`src/rtl/core/tsepoch_pkg.sv`:
```
// ----------------------------------------------------------------------------
// tsepoch_pkg
// Shared types, constants and tables for the timestamp text to epoch block.
// ----------------------------------------------------------------------------
package tsepoch_pkg;

    // character positions of the fixed layout
    localparam logic [4:0] PosYearEnd  = 5'd3;
    localparam logic [4:0] PosDash1    = 5'd4;
    localparam logic [4:0] PosMonthEnd = 5'd6;
    localparam logic [4:0] PosDash2    = 5'd7;
    localparam logic [4:0] PosDayEnd   = 5'd9;
    localparam logic [4:0] PosSep      = 5'd10;
    localparam logic [4:0] PosHourEnd  = 5'd12;
    localparam logic [4:0] PosColon1   = 5'd13;
    localparam logic [4:0] PosMinEnd   = 5'd15;
    localparam logic [4:0] PosColon2   = 5'd16;
    localparam logic [4:0] PosSecEnd   = 5'd18;
    localparam logic [4:0] PosFrac     = 5'd19;
    localparam logic [4:0] PosFracEnd  = 5'd25;
    localparam logic [4:0] PosMax      = 5'd31;

    localparam logic [2:0] FracDigits  = 3'd6;

    // shared multiplier constants
    localparam logic [12:0] KDiv100 = 13'd5243;   // floor(x / 100) = (x * KDiv100) >> 19
    localparam logic [12:0] KYear   = 13'd365;
    localparam logic [12:0] KHours  = 13'd24;
    localparam logic [12:0] KSixty  = 13'd60;
    localparam logic [12:0] KMilli  = 13'd1000;
    localparam logic [12:0] KTen    = 13'd10;
    localparam logic [12:0] KNone   = 13'd0;

    localparam logic [13:0] YearBias = 14'd400;
    localparam logic signed [21:0] DayBias = 22'sd865566;

    typedef struct packed {
        logic [13:0] year;
        logic [6:0]  month;
        logic [6:0]  day;
        logic [6:0]  hour;
        logic [6:0]  minute;
        logic [6:0]  second;
        logic [19:0] fraction;
        logic [2:0]  frac_cnt;
        logic        fmt_ok;
    } t_fields;

    typedef enum logic [3:0] {
        CV_IDLE,
        CV_FRAC,
        CV_DIV,
        CV_DAYS,
        CV_HOUR,
        CV_MIN,
        CV_SEC,
        CV_MS,
        CV_US,
        CV_DONE
    } t_conv_state;

    // days from March 1 to the first of the month
    function automatic logic [8:0] month_offset(input logic [3:0] month);
        logic [8:0] v;
        case (month)
            4'd1:    v = 9'd306;
            4'd2:    v = 9'd337;
            4'd3:    v = 9'd0;
            4'd4:    v = 9'd31;
            4'd5:    v = 9'd61;
            4'd6:    v = 9'd92;
            4'd7:    v = 9'd122;
            4'd8:    v = 9'd153;
            4'd9:    v = 9'd184;
            4'd10:   v = 9'd214;
            4'd11:   v = 9'd245;
            4'd12:   v = 9'd275;
            default: v = 9'd0;
        endcase
        return v;
    endfunction

endpackage

```
`src/rtl/core/tsepoch_parser.sv`:
```
// ----------------------------------------------------------------------------
// tsepoch_parser
// Character scanner: tracks position, accumulates fields, flags format errors.
// ----------------------------------------------------------------------------
module tsepoch_parser (
    input  logic                    i_clk,
    input  logic                    i_rst_n,
    input  logic                    i_take,
    input  logic [7:0]              i_text_char,
    input  logic                    i_last_char,
    output tsepoch_pkg::t_fields    o_fields
);

    localparam logic [7:0] ChDash  = 8'h2D;
    localparam logic [7:0] ChSpace = 8'h20;
    localparam logic [7:0] ChT     = 8'h54;
    localparam logic [7:0] ChColon = 8'h3A;
    localparam logic [7:0] ChDot   = 8'h2E;

    logic [4:0]  r_pos, n_pos;
    logic [13:0] r_year, n_year;
    logic [6:0]  r_month, n_month;
    logic [6:0]  r_day, n_day;
    logic [6:0]  r_hour, n_hour;
    logic [6:0]  r_minute, n_minute;
    logic [6:0]  r_second, n_second;
    logic [19:0] r_frac, n_frac;
    logic [2:0]  r_fcnt, n_fcnt;
    logic        r_fmt_err, n_fmt_err;
    logic        r_fstop, n_fstop;

    logic       dig;
    logic [3:0] d;

    assign dig = (i_text_char inside {[8'h30:8'h39]});
    assign d   = dig ? i_text_char[3:0] : 4'd0;

    always_comb begin
        n_year    = r_year;
        n_month   = r_month;
        n_day     = r_day;
        n_hour    = r_hour;
        n_minute  = r_minute;
        n_second  = r_second;
        n_frac    = r_frac;
        n_fcnt    = r_fcnt;
        n_fmt_err = r_fmt_err;
        n_fstop   = r_fstop;
        n_pos     = (r_pos < tsepoch_pkg::PosMax) ? r_pos + 5'd1 : r_pos;

        if (r_pos <= tsepoch_pkg::PosSecEnd) begin
            if (r_pos == tsepoch_pkg::PosDash1 || r_pos == tsepoch_pkg::PosDash2) begin
                if (i_text_char != ChDash) n_fmt_err = 1'b1;
            end else if (r_pos == tsepoch_pkg::PosSep) begin
                if (i_text_char != ChSpace && i_text_char != ChT) n_fmt_err = 1'b1;
            end else if (r_pos == tsepoch_pkg::PosColon1
                         || r_pos == tsepoch_pkg::PosColon2) begin
                if (i_text_char != ChColon) n_fmt_err = 1'b1;
            end else if (!dig) begin
                n_fmt_err = 1'b1;
            end else if (r_pos <= tsepoch_pkg::PosYearEnd) begin
                n_year = 14'(r_year * 14'd10 + {10'd0, d});
            end else if (r_pos <= tsepoch_pkg::PosMonthEnd) begin
                n_month = 7'(r_month * 7'd10 + {3'd0, d});
            end else if (r_pos <= tsepoch_pkg::PosDayEnd) begin
                n_day = 7'(r_day * 7'd10 + {3'd0, d});
            end else if (r_pos <= tsepoch_pkg::PosHourEnd) begin
                n_hour = 7'(r_hour * 7'd10 + {3'd0, d});
            end else if (r_pos <= tsepoch_pkg::PosMinEnd) begin
                n_minute = 7'(r_minute * 7'd10 + {3'd0, d});
            end else begin
                n_second = 7'(r_second * 7'd10 + {3'd0, d});
            end
        end else if (r_pos == tsepoch_pkg::PosFrac) begin
            if (i_text_char != ChDot) n_fstop = 1'b1;
        end else if (r_pos <= tsepoch_pkg::PosFracEnd) begin
            if (!r_fstop && dig && r_fcnt < tsepoch_pkg::FracDigits) begin
                n_frac = 20'(r_frac * 20'd10 + {16'd0, d});
                n_fcnt = r_fcnt + 3'd1;
            end else begin
                n_fstop = 1'b1;
            end
        end
    end

    always_comb begin
        o_fields.year     = n_year;
        o_fields.month    = n_month;
        o_fields.day      = n_day;
        o_fields.hour     = n_hour;
        o_fields.minute   = n_minute;
        o_fields.second   = n_second;
        o_fields.fraction = n_frac;
        o_fields.frac_cnt = n_fcnt;
        o_fields.fmt_ok   = (r_pos >= tsepoch_pkg::PosSecEnd) && !n_fmt_err
                            && (n_month inside {[7'd1:7'd12]})
                            && (n_day inside {[7'd1:7'd31]})
                            && (n_hour <= 7'd23) && (n_minute <= 7'd59)
                            && (n_second <= 7'd61);
    end

    always_ff @(posedge i_clk) begin
        if (!i_rst_n || (i_take && i_last_char)) begin
            r_pos     <= '0;
            r_year    <= '0;
            r_month   <= '0;
            r_day     <= '0;
            r_hour    <= '0;
            r_minute  <= '0;
            r_second  <= '0;
            r_frac    <= '0;
            r_fcnt    <= '0;
            r_fmt_err <= 1'b0;
            r_fstop   <= 1'b0;
        end else if (i_take) begin
            r_pos     <= n_pos;
            r_year    <= n_year;
            r_month   <= n_month;
            r_day     <= n_day;
            r_hour    <= n_hour;
            r_minute  <= n_minute;
            r_second  <= n_second;
            r_frac    <= n_frac;
            r_fcnt    <= n_fcnt;
            r_fmt_err <= n_fmt_err;
            r_fstop   <= n_fstop;
        end
    end

endmodule

```
`src/rtl/core/tsepoch_mac.sv`:
```
// ----------------------------------------------------------------------------
// tsepoch_mac
// Shared multiply-add unit: p = a * k + c, truncated to the accumulator width.
// ----------------------------------------------------------------------------
module tsepoch_mac (
    input  logic signed [59:0] i_a,
    input  logic        [12:0] i_k,
    input  logic signed [59:0] i_c,
    output logic signed [59:0] o_p
);

    logic signed [73:0] prod;

    assign prod = i_a * $signed({1'b0, i_k});
    assign o_p  = $signed(prod[59:0]) + i_c;

endmodule

```
`src/rtl/core/tsepoch_conv.sv`:
```
// ----------------------------------------------------------------------------
// tsepoch_conv
// Sequencer that turns captured fields into epoch microseconds on the
// shared multiply-add unit, and the output register.
// ----------------------------------------------------------------------------
module tsepoch_conv (
    input  logic                    i_clk,
    input  logic                    i_rst_n,
    input  logic                    i_start,
    input  tsepoch_pkg::t_fields    i_fields,
    output logic                    o_busy,
    output logic                    o_out_valid,
    input  logic                    i_out_stall,
    output logic signed [58:0]      o_epoch_micros,
    output logic                    o_parsed_ok
);

    tsepoch_pkg::t_conv_state r_state, n_state;
    tsepoch_pkg::t_fields     r_f;

    logic signed [59:0] r_acc, n_acc;
    logic [2:0]         r_fcnt, n_fcnt;
    logic [19:0]        r_frac_us, n_frac_us;
    logic [6:0]         r_q100, n_q100;
    logic signed [21:0] r_base, n_base;
    logic               r_neg1, n_neg1;
    logic               r_ok, n_ok;
    logic               r_out_valid, n_out_valid;
    logic signed [58:0] r_epoch, n_epoch;
    logic               r_pok, n_pok;

    logic [13:0]        y_adj;
    logic signed [59:0] mac_a, mac_c, mac_p;
    logic [12:0]        mac_k;

    assign y_adj = r_f.year + tsepoch_pkg::YearBias - 14'(r_f.month <= 7'd2);

    tsepoch_mac u_mac (
        .i_a (mac_a),
        .i_k (mac_k),
        .i_c (mac_c),
        .o_p (mac_p)
    );

    always_comb begin
        n_state     = r_state;
        n_acc       = r_acc;
        n_fcnt      = r_fcnt;
        n_frac_us   = r_frac_us;
        n_q100      = r_q100;
        n_base      = r_base;
        n_neg1      = r_neg1;
        n_ok        = r_ok;
        n_out_valid = r_out_valid && i_out_stall;
        n_epoch     = r_epoch;
        n_pok       = r_pok;
        mac_a       = r_acc;
        mac_k       = tsepoch_pkg::KNone;
        mac_c       = '0;

        case (r_state)
            tsepoch_pkg::CV_IDLE: begin
                if (i_start) begin
                    n_acc   = $signed({40'd0, i_fields.fraction});
                    n_fcnt  = i_fields.frac_cnt;
                    n_ok    = i_fields.fmt_ok;
                    n_neg1  = 1'b0;
                    n_state = tsepoch_pkg::CV_FRAC;
                end
            end
            tsepoch_pkg::CV_FRAC: begin
                if (r_fcnt >= tsepoch_pkg::FracDigits) begin
                    n_state = tsepoch_pkg::CV_DIV;
                end else begin
                    mac_k  = tsepoch_pkg::KTen;
                    n_acc  = mac_p;
                    n_fcnt = r_fcnt + 3'd1;
                end
            end
            tsepoch_pkg::CV_DIV: begin
                mac_a     = $signed({46'd0, y_adj});
                mac_k     = tsepoch_pkg::KDiv100;
                n_q100    = mac_p[25:19];
                n_frac_us = r_acc[19:0];
                n_base    = $signed({10'd0, y_adj[13:2]})
                            + $signed({13'd0, tsepoch_pkg::month_offset(r_f.month[3:0])})
                            + $signed({15'd0, r_f.day}) - tsepoch_pkg::DayBias;
                n_state   = tsepoch_pkg::CV_DAYS;
            end
            tsepoch_pkg::CV_DAYS: begin
                mac_a   = $signed({46'd0, y_adj});
                mac_k   = tsepoch_pkg::KYear;
                mac_c   = 60'(r_base) - $signed({53'd0, r_q100})
                          + $signed({55'd0, r_q100[6:2]});
                n_acc   = mac_p;
                n_state = tsepoch_pkg::CV_HOUR;
            end
            tsepoch_pkg::CV_HOUR: begin
                mac_k   = tsepoch_pkg::KHours;
                mac_c   = $signed({53'd0, r_f.hour});
                n_acc   = mac_p;
                n_state = tsepoch_pkg::CV_MIN;
            end
            tsepoch_pkg::CV_MIN: begin
                mac_k   = tsepoch_pkg::KSixty;
                mac_c   = $signed({53'd0, r_f.minute});
                n_acc   = mac_p;
                n_state = tsepoch_pkg::CV_SEC;
            end
            tsepoch_pkg::CV_SEC: begin
                mac_k   = tsepoch_pkg::KSixty;
                mac_c   = $signed({53'd0, r_f.second});
                n_acc   = mac_p;
                n_neg1  = (mac_p == -60'sd1);
                n_state = tsepoch_pkg::CV_MS;
            end
            tsepoch_pkg::CV_MS: begin
                mac_k   = tsepoch_pkg::KMilli;
                n_acc   = mac_p;
                n_state = tsepoch_pkg::CV_US;
            end
            tsepoch_pkg::CV_US: begin
                mac_k   = tsepoch_pkg::KMilli;
                mac_c   = $signed({40'd0, r_frac_us});
                n_acc   = mac_p;
                n_state = tsepoch_pkg::CV_DONE;
            end
            tsepoch_pkg::CV_DONE: begin
                if (!r_out_valid || !i_out_stall) begin
                    n_out_valid = 1'b1;
                    n_pok       = r_ok && !r_neg1;
                    n_epoch     = (r_ok && !r_neg1) ? r_acc[58:0] : '0;
                    n_state     = tsepoch_pkg::CV_IDLE;
                end
            end
            default: begin
                n_state = tsepoch_pkg::CV_IDLE;
            end
        endcase
    end

    always_ff @(posedge i_clk) begin
        if (!i_rst_n) begin
            r_state     <= tsepoch_pkg::CV_IDLE;
            r_out_valid <= 1'b0;
        end else begin
            r_state     <= n_state;
            r_out_valid <= n_out_valid;
        end
    end

    always_ff @(posedge i_clk) begin
        if (r_state == tsepoch_pkg::CV_IDLE && i_start) begin
            r_f <= i_fields;
        end
        r_acc     <= n_acc;
        r_fcnt    <= n_fcnt;
        r_frac_us <= n_frac_us;
        r_q100    <= n_q100;
        r_base    <= n_base;
        r_neg1    <= n_neg1;
        r_ok      <= n_ok;
        r_epoch   <= n_epoch;
        r_pok     <= n_pok;
    end

    assign o_busy         = (r_state != tsepoch_pkg::CV_IDLE);
    assign o_out_valid    = r_out_valid;
    assign o_epoch_micros = r_epoch;
    assign o_parsed_ok    = r_pok;

endmodule

```
`src/rtl/core/timestamp_text_to_epoch_micros_top.sv`:
```
// ----------------------------------------------------------------------------
// timestamp_text_to_epoch_micros_top
// UTC timestamp text, one character per item, to signed epoch microseconds.
//
//   channel  direction  handshake                 payload
//   in       input      i_in_valid / o_in_stall   i_text_char, i_last_char
//   out      output     o_out_valid / i_out_stall o_epoch_micros, o_parsed_ok
//
// Character items are taken while the input does not stall. After the last
// character the input stalls while the shared multiply-add unit runs the
// conversion sequence; the result then sits in the output register.
// Conversion end waits while an earlier result is stalled.
// Reset is synchronous, active low, and clears position, fields and sequencer.
// ----------------------------------------------------------------------------
module timestamp_text_to_epoch_micros_top (
    input  logic               i_clk,
    input  logic               i_rst_n,
    input  logic               i_in_valid,
    output logic               o_in_stall,
    input  logic [7:0]         i_text_char,
    input  logic               i_last_char,
    output logic               o_out_valid,
    input  logic               i_out_stall,
    output logic signed [58:0] o_epoch_micros,
    output logic               o_parsed_ok
);

    tsepoch_pkg::t_fields fields;
    logic                 busy;
    logic                 take;

    assign take       = i_in_valid && !busy;
    assign o_in_stall = busy;

    tsepoch_parser u_parser (
        .i_clk       (i_clk),
        .i_rst_n     (i_rst_n),
        .i_take      (take),
        .i_text_char (i_text_char),
        .i_last_char (i_last_char),
        .o_fields    (fields)
    );

    tsepoch_conv u_conv (
        .i_clk          (i_clk),
        .i_rst_n        (i_rst_n),
        .i_start        (take && i_last_char),
        .i_fields       (fields),
        .o_busy         (busy),
        .o_out_valid    (o_out_valid),
        .i_out_stall    (i_out_stall),
        .o_epoch_micros (o_epoch_micros),
        .o_parsed_ok    (o_parsed_ok)
    );

endmodule

```
`config.mk`:
```
export PLATFORM = sky130hd
export DESIGN_NAME = timestamp_text_to_epoch_micros_top
export DESIGN_NICKNAME = d
export VERILOG_FILES = /design/src/rtl/core/tsepoch_pkg.sv /design/src/rtl/core/tsepoch_parser.sv /design/src/rtl/core/tsepoch_mac.sv /design/src/rtl/core/tsepoch_conv.sv /design/src/rtl/core/timestamp_text_to_epoch_micros_top.sv
export SDC_FILE = /design/constraint.sdc
export NUM_CORES = 2
export LEC_CHECK = 0
export ABC_AREA = 1
export BUFFER_PORTS_ARGS = -buffer_cell sky130_fd_sc_hd__buf_4
export CORE_ASPECT_RATIO = 2
export CORE_MARGIN = 2
export CORE_UTILIZATION = 55
export DETAILED_ROUTE_END_ITERATION = 12
export PLACE_DENSITY = 0.72
export RECOVER_POWER = 100
export SYNTH_ARGS = -nofsm -noshare
export SYNTH_HDL_FRONTEND = slang
export SYNTH_SLANG_ARGS = --single-unit
```
`constraint.sdc`:
```
create_clock -name i_clk -period 12.6 [get_ports i_clk]
set_input_delay 0.63 -clock i_clk [delete_from_list [all_inputs] [get_ports i_clk]]
set_output_delay 0.63 -clock i_clk [all_outputs]
set_load 0.005 [all_outputs]
```
# Word-level counts from Yosys, hierarchy flattened
# Memory sizes are Yosys's and may differ from the RTL's. A register that Yosys moved wholly into a read port is not among the register bits.
# Cells that the tools add are included.
[word_totals]
reg_bits = 307
romBits = 144
input_bits = 13
out_inout_bits = 62
elab_cells = 241
mem_count = 1
[op_classes]
addsub = 18
mul = 8
magnitude_cmp = 21
eq_ne = 27
n_mux = 91
bitwise_logic = 1
reduce_logical = 46
[mem_list]
columns = ["name", "depth", "word_bits", "read_ports", "rd_clocked_by_memory_dff", "wr", "line_no", "text"]
rows = [
  ["(no name shown)", 16, 9, 1, 1, 0, "tsepoch_pkg.sv:65", "case (month)"],
]
[op_table]
columns = ["op", "count"]
rows = [
  ["$mux 7", 44],
  ["$pmux 60 s5", 1],
  ["$mux 60", 3],
  ["$pmux 60 s3", 1],
  ["$mux 14", 6],
  ["$mux 20", 4],
  ["$pmux 13 s6", 1],
  ["$add 60x6->60", 1],
  ["$add 60x60->60", 1],
  ["$eq 60x1->1 const B", 1],
  ["$mul 60x14->60", 1],
  ["$pmux 4 s10", 1],
  ["$add 7x4->7", 5],
  ["$mul 7x3->6 const B", 5],
  ["$ne 8x6->1 const B", 4],
  ["$mux 4", 6],
  ["$sub 22x8->23", 1],
  ["$add 22x8->22", 1],
  ["$sub 22x21->22 const B", 1],
  ["$add 20x4->20", 1],
  ["$mul 20x3->19 const B", 1],
  ["$mux 3", 6],
  ["$logic_and 1x1->1", 17],
  ["$eq 4x3->1 const B", 4],
  ["47 further kinds", 95],
]

# Logic depth before layout (Yosys ltp)
[depth]
ltp_word = 18
depth_mapped = 56
ltp_nobuf = 56

# Modules after synthesis
# Synthesis repeated with hierarchy kept, for this count alone.
[unflattened]
cells_unflattened = 6065
hier_area_um2 = 45394.8
[by_module_without_submodules]
columns = ["module", "instances", "cells_each", "area_per_inst_um2", "seq_area_each_um2"]
rows = [
  ["tsepoch_mac", 1, 3435, 25047.8, 0.0],
  ["tsepoch_conv", 1, 1210, 11715.0, 6736.5],
  ["tsepoch_parser", 1, 1415, 8608.3, 1581.5],
  ["timestamp_text_to_epoch_micros_top", 1, 5, 23.8, 0.0],
]

# Worst setup path after synthesis
# No wires, ideal clock.
[synth_timing]
path_type = "register -> register"
from = "register u_conv.r_base[0]"
to = "register u_conv.r_neg1, data pin"
setup_ns = 0.138
arrival_time_ns = 8.595
required_time_ns = 12.462
setup_slack_ns = 3.867
stages_incl_launch_ff = 49
path_buffers = 0
period_less_slack_ns = 8.733
cell_sequence = "edfxtp_1 > inv_1 > ha_1 > inv_1 > fa_1 > inv_1 > fa_1 > o31ai_1 > inv_1 > nor2_1 > nor2_1 > nor2_1 > inv_1 > nor2_1 > nand3_1 > nor2_1 > inv_1 > nor2_1 > (+13 left out) > inv_1 > ha_1 > a21oi_1 > nand2_1 > a21oi_1 > nor2_1 > a211oi_1 > nand2_1 > a21oi_1 > inv_1 > nand2_1 > nand2_1 > xnor2_1 > nor3_1 > nand4_1 > nor2_1 > nand4_1 > nor2_1"
[synth_via]
elab_chain_cells = 6
[synth_lines]
columns = ["item", "line_no", "text"]
rows = [
  ["from (decl)", "tsepoch_conv.sv:25", "logic signed [21:0] r_base, n_base;"],
  ["from (signal assigned)", "tsepoch_conv.sv:160", "r_base <= n_base;"],
  ["$sub 22x8->23", "tsepoch_conv.sv:93", "mac_c = 60'(r_base) - $signed({53'd0, r_q100})"],
  ["$add 60x6->60", "tsepoch_conv.sv:94", "+ $signed({55'd0, r_q100[6:2]});"],
  ["$pmux 60 s5", "tsepoch_conv.sv:61", "case (r_state)"],
  ["$add 60x60->60", "tsepoch_mac.sv:15", "assign o_p = $signed(prod[59:0]) + i_c;"],
  ["$eq 60x1->1", "tsepoch_conv.sv:114", "n_neg1 = (mac_p == -60'sd1);"],
  ["$pmux 1 s2", "tsepoch_conv.sv:61", ""],
  ["to (signal assigned)", "tsepoch_conv.sv:161", "r_neg1 <= n_neg1;"],
  ["to (decl)", "tsepoch_conv.sv:26", "logic r_neg1, n_neg1;"],
]
# Every way passes these cells.
# A chain may end at the register's enable or synchronous reset.

# Final worst setup path
[layout_timing]
from = "register u_conv.r_state[0]"
to = "register u_conv.r_neg1, data pin"
[layout_via]
elab_chain_cells = 7
word_cells_on_any_way = 19
cone_classes = "add/sub: 1; mul: 1; eq/ne: 9; mux: 4; reduce/logical: 4"
[layout_lines]
columns = ["item", "line_no", "text"]
rows = [
  ["from (decl)", "tsepoch_conv.sv:18", "tsepoch_pkg::t_conv_state r_state, n_state;"],
  ["from (signal assigned)", "tsepoch_conv.sv:144", "r_state <= tsepoch_pkg::CV_IDLE;"],
  ["from (signal assigned)", "tsepoch_conv.sv:147", "r_state <= n_state;"],
  ["$eq 4x3->1, or another cell as far along", "tsepoch_conv.sv:61", ""],
  ["$reduce_or 2->1 (no source line)", "--", ""],
  ["$pmux 13 s6 / $mux 60 (equally long branches)", "tsepoch_conv.sv:61", ""],
  ["$mul 60x14->60", "tsepoch_mac.sv:14", "assign prod = i_a * $signed({1'b0, i_k});"],
  ["$add 60x60->60", "tsepoch_mac.sv:15", ""],
  ["$eq 60x1->1", "tsepoch_conv.sv:114", ""],
  ["$pmux 1 s2 *", "tsepoch_conv.sv:61", ""],
]
# Mark *: on every way between the ends. The rest lies on a longest branch, timed or not.

==> qor.txt <==
Outcome: complete, but fails checks
Failing checks: capacitance limit, slew limit
Top cells by count, synth: 1,250 x inv_1, 663 x nor2_1, 592 x fa_1
Hold Path End: u_conv.r_state[0]
Initial Util: 0.5560
Synth Warn #: 0
Worst endpoint required time: 13,100 ps
Worst r2r path cells: 40
Worst-margin pin slew: 3545 ps
Max-cap violation count: 11
Ant. Diodes: 0
Crit path DAT: 11,680 ps
Finished Cell Area: 42,360 um^2
Routed WL per cell: 20.33 um
Worst reg2reg endpoint: u_conv.r_neg1
CTS clk-pin slew, worst paths: 70 ps
DIE HEIGHT: 382.8 um
CP startpoint kind: flop
Final nets: 5,792
Routability cong.: 1.037
Met2 wire length: 64,180 um
Distinct cells, synth: 60
Worst path depth: 40
R2r setup slk: 1420 ps
RSZ-0062 raised after global routing: false
Netlist Area Pre-Place: 39,460 um^2
Worst clock skew: 33.64 ps
Largest net degree at the start of global routing: 77
Clock Path Buffers: 3
Die width: 193.4 um
Initial DRC count: 1,652
Worst r2r src: u_conv.r_state[0]
Final WL: 118,600 um
Syn_area_per_cell: 8.309 um^2
Cell taking the most area after synthesis: fa_1
Global-route wire length before repair: 184,600 um
Worst Hold Depth: 3
Total GRT Usage: 0.3283
Critical path's top delay family: simple AND/OR/NAND/NOR gates
WL met3: 5608 um
H-tree Lvls: 1
Top routing layer in use: met4
Setup TNS: 0 ps
CTS Hold Bufs: 0
CP Class: flop to flop
GRT overflow: 0
Critical Path Most Common Cell: inv_1
EDFF count, synth: 214
Relative slew slack: -1.363
Dominant synthesized flop cell: edfxtp_1
Clock Sinks: 307
Proportion of netlist area held by the largest area contributor: 0.3004
Final period util: 0.8876
Top cells by area, synth: fa_1 30%, edfxtp_1 16%, inv_1 12%
IO buf count: 74
WL met1: 34,360 um
Residual DRC count: 0
Layout cells sized above 1: 0.03494
Antenna Nets Post-Route: 0
Post-synthesis async set-or-reset flop share: 0
Drt pass-1 iters: 6
Insertion delay to the later sink of the worst-skew pair: 650 ps
Clk root buf: clkbuf_16
Worst hold path class: input pin to flop
Buffers and inverters on the worst path: 11
Vias: 31,560
Post-layout util: 0.5969
Total I/O pin count: 75
Fmax: 89.42 MHz
CP endpoint kind: flop
# fillers: 6,429
Post-CTS sizing: 0
Row count: 138
Number of global-route vias before repair: 34,250
Layout area overhead: 7.350%
CTS tree: yes
# setup viols final: 0
Final hold vios: 0
CP max stage cell: nor2_1
Vias/cell: 5.411
Syn Inst Count: 4,749
Post-CTS Setup Bufs: 0
Cell with the most instances after synthesis: inv_1
Area after DPL: 41,430 um^2
Die Area: 74,030 um^2
Synth Register Bits: 307
Total CTS buffers: 31
Hold Path Origin: i_rst_n
Max FO, Critical Path: 61
Seq/Total Area, Yosys: 0.2100
Max stage delay on crit path: 880 ps
Antenna violations before repair: 0
Max Transition Viols Final: 603
Core area: 70,970 um^2
HPWL after DPL: 99,870 um
Post-route minimum period: 11,180 ps
registers in the layout (all words and copies together), names as in the netlist, 14 cells and up, named ones only:
| signal | count |
|---|---|
| u_conv.r_frac_us | 20 |
| u_conv.r_acc | 59 |
| u_parser.r_frac | 20 |
| u_conv.o_epoch_micros | 59 |
| u_parser.r_year | 14 |
| u_conv.r_f | 49 |
| u_conv.r_base | 14 |
worst max-delay path by stage:
stage | start | to | slack (ps)
detailed placement | u_conv.r_f[53] | u_conv.r_neg1 | 2130
global route | u_conv.r_state[2] | u_parser.r_frac[15] | 730
global placement | u_conv.r_f[53] | u_conv.r_neg1 | 2230
finish | u_conv.r_state[0] | u_conv.r_neg1 | 1420
floorplan | u_conv.r_base[0] | u_conv.r_neg1 | 3870
CTS | u_conv.r_f[53] | u_conv.r_neg1 | 2110
layout by cell type, fill, tap and decap left out, drive strengths merged, types with 8 or more instances in the layout:
cell type	n
buf	21
nand4	32
o21bai	22
a31oi	21
a22o	8
nand3b	11
ha	289
a21o	9
nor3	31
conb	113
a21oi	209
or2	18
nand3	89
edfxtp	214
inv	1259
clkinv	19
dfxtp	93
o21ai	248
clkbuf	119
nor2	672
nand2	602
xnor2	74
fa	592
xor2	87
o21a	10
logic make-up (layout without fill, tap and decap cells):
kind of cell | Yosys count | in the layout | synth area share
buf+inv | 1360 | 1423 | 0.1298
compound gates | 573 | 573 | 0.08073
xor+xnor | 161 | 161 | 0.03593
simple gates | 1464 | 1464 | 0.1511
mux | 1 | 1 | 0.0002537
other cells | 2 | 113 | 0.0001903
flops | 307 | 307 | 0.2100
fa+ha+maj | 881 | 881 | 0.3920
metrics by stage:
step / setup slack, ps / hold WS [ps] / std cells
floorplan: 3867 / 426.4 / 4860
global placement: 2228 / 436.0 / 5775
detailed placement: 2133 / 438.9 / 5775
CTS: 2109 / 252.9 / 5833
global route: 727.1 / 273.9 / 5833
finish: 1416 / 260.4 / 5833
layout make-up:
type	count	area, um^2	area share
inverter	1264	4747	0.1121
multi-input combinational	3193	26450	0.6244
tap	910	1139	0.02688
clock buffer	39	889.6	0.02100
timing repair buffer	101	633.1	0.01495
clock inverter	19	215.2	0.005081
sequential	307	8288	0.1957
per-layer routing:
metal,vias to the layer above,global-route usage
li1,14540,-
met1,15300,0.2858
met2,1143,0.6267
met3,580,0.04676
met4,0,0.3158
met5,-,0
worst min-delay path, cell delays in order:
cell,delay [ps]
buf_4,110
o21ai_0,60
nor2_1,40
Power is left out: the tool's default activity adds up to more than one toggle a clock period on the data nets, which glitch-free logic cannot reach.
